**src/sv/sorted_list_table_engine_assert.svh**
```systemverilog
// assertion macros for the sorted list table engine
// used by the rtl files that assert; needs clk and rst_n in scope
`ifndef SORTED_LIST_TABLE_ENGINE_ASSERT_SVH
`define SORTED_LIST_TABLE_ENGINE_ASSERT_SVH

// same-cycle implication
`define SLTAB_ASSERT_IMP(lbl, ante, cons, msg) \
  lbl: assert property (@(posedge clk) disable iff (!rst_n) (ante) |-> (cons)) \
    else $error(msg);

// next-cycle implication
`define SLTAB_ASSERT_NXT(lbl, ante, cons, msg) \
  lbl: assert property (@(posedge clk) disable iff (!rst_n) (ante) |=> (cons)) \
    else $error(msg);

`endif

```
**src/sv/sltab_pkg.sv**
```systemverilog
// shared types and codes for the sorted list table engine
// no dependencies
package sltab_pkg;

  // request operation codes
  localparam logic [2:0] MODE_INS_SORTED = 3'd0;
  localparam logic [2:0] MODE_PUSH_FRONT = 3'd1;
  localparam logic [2:0] MODE_PUSH_BACK  = 3'd2;
  localparam logic [2:0] MODE_DELETE     = 3'd3;
  localparam logic [2:0] MODE_FIND       = 3'd4;

  // result status codes
  localparam logic [1:0] STAT_OK        = 2'd0;
  localparam logic [1:0] STAT_NOT_FOUND = 2'd1;
  localparam logic [1:0] STAT_FULL      = 2'd2;

  // field widths
  localparam int unsigned VAL_W = 32;
  localparam int unsigned POS_W = 6;
  localparam int unsigned CNT_W = 7;

  // sequencer states
  typedef enum logic [3:0] {
    ST_IDLE,
    ST_SCAN_RD,
    ST_SCAN_CMP,
    ST_UP_RD,
    ST_UP_WR,
    ST_PUT,
    ST_DN_RD,
    ST_DN_WR,
    ST_DONE
  } state_t;

  // compare unit flags
  typedef struct packed {
    logic eq;
    logic ge;
  } cmp_res_t;

endpackage

```
**src/sv/sltab_store.sv**
```systemverilog
// single-port entry memory with registered read data
// depends on sltab_pkg
module sltab_store #(
  parameter int unsigned DEPTH = 64,
  parameter int unsigned AW    = 6
) (
  input  logic                        clk,
  input  logic                        we,
  input  logic [AW-1:0]               addr,
  input  logic [sltab_pkg::VAL_W-1:0] wdata,
  output logic [sltab_pkg::VAL_W-1:0] rdata
);
  import sltab_pkg::*;

  logic [VAL_W-1:0] mem [DEPTH];
  logic [VAL_W-1:0] rdata_r;

  // one address per cycle: written when we is high, read every cycle
  always_ff @(posedge clk) begin
    if (we) begin
      mem[addr] <= wdata;
    end
    rdata_r <= mem[addr];
  end

  assign rdata = rdata_r;

endmodule

```
**src/sv/sltab_cmp.sv**
```systemverilog
// shared compare unit: equality and signed greater-or-equal
// depends on sltab_pkg
module sltab_cmp (
  input  logic [sltab_pkg::VAL_W-1:0] entry,
  input  logic [sltab_pkg::VAL_W-1:0] key,
  output sltab_pkg::cmp_res_t         res
);
  import sltab_pkg::*;

  // signed order of the stored entry against the request value
  always_comb begin
    res.eq = (entry == key);
    res.ge = ($signed(entry) >= $signed(key));
  end

endmodule

```
**src/sv/sorted_list_table_engine.sv**
```systemverilog
// Sorted list table engine: bounded list of signed 32-bit entries.
// One request goes in on the in_ channel (mode, item_value), one result comes
// out on the out_ channel (status, position, entry_count) per request.
// Modes: insert sorted, push front, push back, delete first match, find.
// Requests are handled one at a time; in_tready is high only while idle.
// Every entry touch goes through the single-port store, one read and one
// write per moved entry, one read and one compare per scanned entry.
// After the scan and any moves come the scan end, the slot write and the
// hand-off. A bare result (full list or unused mode) goes from idle
// straight to the done state. The next request is taken in the cycle after
// the hand-off, so no new request is taken before the last one is done.
// A finished result sits in an output register; if out_tready is low the
// sequencer holds in its done state and no new request is taken.
// Reset (rst_n low, synchronous) empties the list and drops any pending
// result; the store contents are left as they are and never read before
// being written. position wraps to its field width when CAPACITY exceeds 64,
// entry_count when CAPACITY exceeds 127.
// Depends on sltab_pkg, sltab_store, sltab_cmp and the assertion header.
`include "sorted_list_table_engine_assert.svh"

module sorted_list_table_engine #(
  parameter int unsigned CAPACITY = 64
) (
  input  logic        clk,
  input  logic        rst_n,
  input  logic        in_tvalid,
  output logic        in_tready,
  input  logic [39:0] in_tdata,   // mode [2:0], item_value [34:3], zero [39:35]
  output logic        out_tvalid,
  input  logic        out_tready,
  output logic [15:0] out_tdata   // status [1:0], position [7:2],
                                  // entry_count [14:8], zero [15]
);
  import sltab_pkg::*;

  localparam int unsigned AW = (CAPACITY > 1) ? $clog2(CAPACITY) : 1;
  localparam int unsigned CW = $clog2(CAPACITY + 1);

  state_t            state_r, state_nxt;
  logic [2:0]        mode_r, mode_nxt;
  logic [VAL_W-1:0]  val_r, val_nxt;
  logic [CW-1:0]     idx_r, idx_nxt;
  logic [CW-1:0]     pos_r, pos_nxt;
  logic [CW-1:0]     cnt_r, cnt_nxt;
  logic [1:0]        status_r, status_nxt;
  logic              out_tvalid_r, out_tvalid_nxt;
  logic [1:0]        out_status_r, out_status_nxt;
  logic [POS_W-1:0]  out_pos_r, out_pos_nxt;
  logic [CNT_W-1:0]  out_cnt_r, out_cnt_nxt;

  logic              mem_we;
  logic [AW-1:0]     mem_addr;
  logic [VAL_W-1:0]  mem_wdata;
  logic [VAL_W-1:0]  mem_rdata;
  cmp_res_t          cmp_res;

  logic [2:0]        req_mode;
  logic [VAL_W-1:0]  req_value;
  logic              in_acc;
  logic              full;
  logic              hit;
  logic [CW-1:0]     idx_inc;
  logic [CW-1:0]     idx_dec;

  assign req_mode  = in_tdata[2:0];
  assign req_value = in_tdata[34:3];
  assign in_acc    = in_tvalid && in_tready;
  assign full      = (cnt_r == CW'(CAPACITY));
  assign idx_inc   = idx_r + CW'(1);
  assign idx_dec   = idx_r - CW'(1);
  assign hit       = (mode_r == MODE_INS_SORTED) ? cmp_res.ge : cmp_res.eq;

  sltab_store #(
    .DEPTH (CAPACITY),
    .AW    (AW)
  ) u_store (
    .clk   (clk),
    .we    (mem_we),
    .addr  (mem_addr),
    .wdata (mem_wdata),
    .rdata (mem_rdata)
  );

  sltab_cmp u_cmp (
    .entry (mem_rdata),
    .key   (val_r),
    .res   (cmp_res)
  );

  // control registers
  always_ff @(posedge clk) begin
    if (!rst_n) begin
      state_r      <= ST_IDLE;
      cnt_r        <= '0;
      out_tvalid_r <= 1'b0;
    end else begin
      state_r      <= state_nxt;
      cnt_r        <= cnt_nxt;
      out_tvalid_r <= out_tvalid_nxt;
    end
  end

  // payload registers
  always_ff @(posedge clk) begin
    mode_r       <= mode_nxt;
    val_r        <= val_nxt;
    idx_r        <= idx_nxt;
    pos_r        <= pos_nxt;
    status_r     <= status_nxt;
    out_status_r <= out_status_nxt;
    out_pos_r    <= out_pos_nxt;
    out_cnt_r    <= out_cnt_nxt;
  end

  // sequencer: next state, store access and result
  always_comb begin
    state_nxt      = state_r;
    mode_nxt       = mode_r;
    val_nxt        = val_r;
    idx_nxt        = idx_r;
    pos_nxt        = pos_r;
    cnt_nxt        = cnt_r;
    status_nxt     = status_r;
    out_tvalid_nxt = out_tvalid_r && !out_tready;
    out_status_nxt = out_status_r;
    out_pos_nxt    = out_pos_r;
    out_cnt_nxt    = out_cnt_r;
    mem_we         = 1'b0;
    mem_addr       = idx_r[AW-1:0];
    mem_wdata      = mem_rdata;
    in_tready      = 1'b0;

    unique case (state_r)
      ST_IDLE: begin
        in_tready = 1'b1;
        if (in_acc) begin
          mode_nxt   = req_mode;
          val_nxt    = req_value;
          idx_nxt    = '0;
          pos_nxt    = '0;
          status_nxt = STAT_OK;
          case (req_mode) inside
            MODE_INS_SORTED, MODE_PUSH_FRONT, MODE_PUSH_BACK: begin
              if (full) begin
                status_nxt = STAT_FULL;
                state_nxt  = ST_DONE;
              end else if (req_mode == MODE_INS_SORTED) begin
                state_nxt = ST_SCAN_RD;
              end else begin
                idx_nxt   = cnt_r;
                pos_nxt   = (req_mode == MODE_PUSH_BACK) ? cnt_r : '0;
                state_nxt = ST_UP_RD;
              end
            end
            MODE_DELETE, MODE_FIND: begin
              state_nxt = ST_SCAN_RD;
            end
            default: begin
              state_nxt = ST_DONE;
            end
          endcase
        end
      end

      // read the next entry, or end the scan past the last one
      ST_SCAN_RD: begin
        if (idx_r == cnt_r) begin
          if (mode_r == MODE_INS_SORTED) begin
            pos_nxt   = cnt_r;
            idx_nxt   = cnt_r;
            state_nxt = ST_UP_RD;
          end else begin
            status_nxt = STAT_NOT_FOUND;
            pos_nxt    = '0;
            state_nxt  = ST_DONE;
          end
        end else begin
          state_nxt = ST_SCAN_CMP;
        end
      end

      ST_SCAN_CMP: begin
        if (hit) begin
          pos_nxt = idx_r;
          if (mode_r == MODE_INS_SORTED) begin
            idx_nxt   = cnt_r;
            state_nxt = ST_UP_RD;
          end else if (mode_r == MODE_DELETE) begin
            state_nxt = ST_DN_RD;
          end else begin
            state_nxt = ST_DONE;
          end
        end else begin
          idx_nxt   = idx_inc;
          state_nxt = ST_SCAN_RD;
        end
      end

      // open a slot: move entries up one place from the tail down
      ST_UP_RD: begin
        if (idx_r == pos_r) begin
          state_nxt = ST_PUT;
        end else begin
          mem_addr  = idx_dec[AW-1:0];
          state_nxt = ST_UP_WR;
        end
      end

      ST_UP_WR: begin
        mem_we    = 1'b1;
        idx_nxt   = idx_dec;
        state_nxt = ST_UP_RD;
      end

      ST_PUT: begin
        mem_we    = 1'b1;
        mem_addr  = pos_r[AW-1:0];
        mem_wdata = val_r;
        cnt_nxt   = cnt_r + CW'(1);
        state_nxt = ST_DONE;
      end

      // close a slot: move entries down one place from the hit upward
      ST_DN_RD: begin
        if (idx_inc >= cnt_r) begin
          cnt_nxt   = cnt_r - CW'(1);
          state_nxt = ST_DONE;
        end else begin
          mem_addr  = idx_inc[AW-1:0];
          state_nxt = ST_DN_WR;
        end
      end

      ST_DN_WR: begin
        mem_we    = 1'b1;
        idx_nxt   = idx_inc;
        state_nxt = ST_DN_RD;
      end

      // hand the result to the output register once it is free
      ST_DONE: begin
        if (!out_tvalid_r || out_tready) begin
          out_tvalid_nxt = 1'b1;
          out_status_nxt = status_r;
          out_pos_nxt    = POS_W'(pos_r);
          out_cnt_nxt    = CNT_W'(cnt_r);
          state_nxt      = ST_IDLE;
        end
      end

      default: begin
        state_nxt = ST_IDLE;
      end
    endcase
  end

  assign out_tvalid = out_tvalid_r;
  assign out_tdata  = {1'b0, out_cnt_r, out_pos_r, out_status_r};

  // checks
  `SLTAB_ASSERT_IMP(a_cnt_bound, 1'b1, cnt_r <= CW'(CAPACITY),
                    "entry count above capacity")
  `SLTAB_ASSERT_IMP(a_full_cnt, out_tvalid_r && out_status_r == STAT_FULL,
                    out_cnt_r == CNT_W'(CAPACITY), "full refusal with list not full")
  `SLTAB_ASSERT_IMP(a_miss_pos, out_tvalid_r && out_status_r == STAT_NOT_FOUND,
                    out_pos_r == '0, "missed lookup reports a position")
  `SLTAB_ASSERT_NXT(a_find_keeps, state_r != ST_IDLE && mode_r == MODE_FIND,
                    $stable(cnt_r), "find changed the entry count")

endmodule
```
**config.mk**
```make
export PLATFORM = sky130hd
export DESIGN_NAME = sorted_list_table_engine
export DESIGN_NICKNAME = d
export VERILOG_FILES = /design/src/sv/sltab_pkg.sv /design/src/sv/sltab_store.sv /design/src/sv/sltab_cmp.sv /design/src/sv/sorted_list_table_engine.sv
export VERILOG_INCLUDE_DIRS = /design/src /design/src/sv
export SDC_FILE = /design/constraint.sdc
export NUM_CORES = 2
export LEC_CHECK = 0
export ABC_AREA = 1
export BUFFER_PORTS_ARGS = -buffer_cell sky130_fd_sc_hd__buf_2
export CORE_UTILIZATION = 38
export DETAILED_ROUTE_END_ITERATION = 8
export HOLD_SLACK_MARGIN = 0.15
export PLACE_DENSITY_LB_ADDON = 0.15
export SYNTH_ARGS = -nofsm -noshare
export SYNTH_HDL_FRONTEND = slang
export SYNTH_SLANG_ARGS = --single-unit
export TNS_END_PERCENT = 5
```
**constraint.sdc**
```tcl
create_clock -name clk -period 4.54 [get_ports clk]
set_clock_uncertainty 0.15 [all_clocks]
set_input_delay 0.908 -clock clk [delete_from_list [all_inputs] [get_ports clk]]
set_output_delay 0.908 -clock clk [all_outputs]
set_load 0.05 [all_outputs]
```
==> impl_metrics.json <==
{
  "clk_latency_ns": 0.89,
  "layout_commonest_cell": "sky130_fd_sc_hd__edfxtp_1",
  "critPathLaunchType": "flop",
  "util_after_layout_pct": 46.12,
  "fin_worst_hold_slack_ns": 0.2494,
  "cts.root.buffer_cell": "sky130_fd_sc_hd__clkbuf_16",
  "arrival_ns": 4.80,
  "final_design_area_no_fill_sq_um": 116400,
  "timing_hold_violations_final": 0,
  "cp_slowest_stage_delay_ns": 0.36,
  "type_of_the_tightest_min_delay_check": "in -> reg",
  "criticalPathCategory": "reg -> reg",
  "leakagePower_nw": 49.42,
  "vias_per_cell": 5.185,
  "detail_route.drc_violations": 0,
  "synthCells": 9398,
  "clk_path_buf_depth": 3,
  "final_critical_period_ns": 4.368,
  "path_common_cell": "sky130_fd_sc_hd__buf_4",
  "drtPass1Iterations": 5,
  "power_w": 0.06123,
  "cts_inserted_buffers": 230,
  "drive_above_1_share_pct": 12.49,
  "max_freq_mhz": 228.9,
  "ir_worst_vdd_uv": 347.4,
  "final_critical_path_setup_slack_ns": 0.1716,
  "first_global_vias": 64173,
  "ys_types": 49,
  "wire_per_inst_um": 23.22,
  "fp.coreArea_sq_um": 252300,
  "dr_total_vias": 69094,
  "crit_path_max_fanout": 10,
  "drt_first_iter_violations": 7064,
  "seqCellArea_sq_um": 64360,
  "synth-async-reset-ratio_pct": 0,
  "maxSlewHeadroom_pct": 14.14,
  "crit_required_ns": 4.97,
  "effective_utilization_at_floorplan_pct": 38.39,
  "place_area_sq_um": 106500,
  "grt_first_pass_wirelength_mm": 434.8,
  "syn_to_final_growth_pct": 20.15,
  "critical_path_buf_inv_count": 10,
  "ys.flop_type": "sky130_fd_sc_hd__edfxtp_1",
  "timing_worst_slew_pin_value_ns": 1.283,
  "cts_tree": "done",
  "fp.dieArea_sq_um": 256900,
  "cp_cell_sequence": "ha_2, nand4_1, nor2_1, xor2_1, inv_1, ha_4, a21o_1, nor2_2, buf_6, nand2_1, nand2_2, buf_6, nand3_4, buf_4, a21oi_4, inv_2, buf_4, nor3_4, buf_4, inv_2, nor2_4, buf_12, clkbuf_16",
  "critical-path-top-delay-family": "buffers and inverters",
  "area_of_the_multi_input_gates_sq_um": 23570,
  "place_ws_ns": -0.01727,
  "gr-usage-all-layers_pct": 22.87,
  "layout.filler_cells": 23213,
  "power.density_nw_per_um2": 526.2,
  "grt_setup_unrepaired": "true",
  "postRouteAntennaNets": 0,
  "ys_ff_latch": 2158,
  "fin_nets": 9862,
  "timing.critical_path.to_type": "flop",
  "netlist_area_sq_um": 96850,
  "synth.avg_cell_area_sq_um": 10.31,
  "timing.final.max_slew_violations": 0,
  "dp.final_hpwl_mm": 178.9,
  "synth-edff-count": 2114,
  "io-pin-count": 62,
  "setup_viol": 0,
  "grt-ovfl-total": 0,
  "status": "finished, final reports clean",
  "mostFrequentLayoutCells": "sky130_fd_sc_hd__edfxtp_1 (2,114), sky130_fd_sc_hd__nand2_1 (2,012), sky130_fd_sc_hd__inv_1 (1,987)",
  "synth.net_count": 9489,
  "gpl.final_weighted_congestion": 0.8510,
  "cts.sink_count": 2158,
  "die_w_um": 506.9,
  "cp_slowest_cell": "sky130_fd_sc_hd__edfxtp_1",
  "cts.htree.levels": 4,
  "numPortBuffers": 55,
  "grt_antenna_before_repair": 9,
  "synth_sequential_area_ratio_pct": 66.45,
  "synth.yosys.warnings": 0,
  "fin_crit_sh_pct": 96.22,
  "max-cap-violations": 0,
  "finalWirelength_mm": 309.4,
  "fp-row-count": 184,
  "die_height_um": 506.9,
  "pin_count_of_the_biggest_net_entering_global_routing": 163,
  "clk_transition_reported_paths_ns": 0.06
}
sequential cells by signal, indices dropped and copies added, names as in the netlist:
name and flops:
val_r 32, mode_r 3, idx_r 7, u_store.rdata 32, pos_r 7, u_store.mem 2048
status_r 2, out_status_r 2, out_cnt_r 7, out_tvalid 1, state_r 4, cnt_r 7
out_pos_r 6
area by class of cell:
class                      instances  share of cell area (%)
timing repair buffer             718                   7.956
tap                             3348                   3.600
multi-input combinational       4654                   20.26
sequential                      2158                   55.31
clock buffer                     297                   5.196
clock inverter                   136                   1.159
antenna                            6                 0.01290
inverter                        2009                   6.509
timing repair:
action                     CTS  global route
hold buffers                35             0
hold endpoints to repair    35             0
setup endpoints to repair  271          2046
buffers inserted             0            27
gates resized for setup      7           157
pin swaps                    0            32
gates cloned                 0            44
worst min-delay path, delay by kind of cell:
family          cells  cell delay [ns]
buf+inv             1             0.08
compound gates      1             0.06
simple gates        2             0.17
per-layer routing:
metal / wire length [um] / share of wire, % / track usage [%]
met1: 138500 / 45 / 33.04
met2: 143400 / 46 / 36.13
met3: 19950 / 6.4 / 2.793
met4: 7665 / 2.5 / 6.448
met5: 0 / 0 / 0
per-stage QoR:
step / setup TNS (ns) / instances
after floorplan: -931.75 / 9398
after global placement: -0.6640 / 12781
after detailed placement: -0.3187 / 12781
after CTS: -0.06533 / 13249
after global routing: -5.855 / 13321
final: 0 / 13326
where the power goes:
group          leakage [nW]  total [W]  switching [W]  internal, W
registers              19.6     0.0250       0.000217       0.0248
clock network          3.58     0.0186        0.00800       0.0106
logic                  26.3     0.0176         0.0123      0.00524
total                  49.4     0.0612         0.0206       0.0407
synthesized netlist by cell type, types with 6 or more instances:
master	number	area share, %
sky130_fd_sc_hd__a21oi_1	31	0.16
sky130_fd_sc_hd__buf_2	366	1.9
sky130_fd_sc_hd__buf_4	16	0.12
sky130_fd_sc_hd__clkbuf_1	190	0.74
sky130_fd_sc_hd__dfxtp_1	44	0.91
sky130_fd_sc_hd__edfxtp_1	2114	66
sky130_fd_sc_hd__ha_1	46	0.59
sky130_fd_sc_hd__inv_1	1988	7.7
sky130_fd_sc_hd__inv_2	21	0.081
sky130_fd_sc_hd__nand2_1	2046	7.9
sky130_fd_sc_hd__nand2_2	6	0.039
sky130_fd_sc_hd__nand3_1	922	4.8
sky130_fd_sc_hd__nand4_1	914	5.9
sky130_fd_sc_hd__nor2_1	183	0.71
sky130_fd_sc_hd__nor3_1	6	0.031
sky130_fd_sc_hd__nor3_2	6	0.062
sky130_fd_sc_hd__o211ai_1	7	0.054
sky130_fd_sc_hd__o21ai_0	167	0.86
sky130_fd_sc_hd__o21ai_1	248	1.3
sky130_fd_sc_hd__o22ai_1	9	0.058
sky130_fd_sc_hd__or2_2	8	0.052
sky130_fd_sc_hd__xor2_1	8	0.072
kinds of logic (layout without fill, tap and decap cells):
logic type / count (synthesis) / count (layout) / share of synthesized area [%]
other cells: 1 / 7 / 0.003872
flops: 2158 / 2158 / 66.45
fa+ha+maj: 47 / 47 / 0.6149
compound gates: 486 / 486 / 2.619
simple gates: 4107 / 4107 / 19.63
buf+inv: 2586 / 3160 / 10.56
xor+xnor: 13 / 13 / 0.1176
final timing paths:
check / startpoint / endpoint / slack [ns] / depth (start not counted)
max: idx_r[1] / u_store.mem[1][17] / 0.17 / 23
min: out_tready / state_r[3] / 0.25 / 4
max reg2reg: idx_r[1] / u_store.mem[1][17] / 0.17 / 23
min reg2reg: status_r[1] / out_status_r[1] / 0.28 / 0
(Power assumes the default switching activity.)
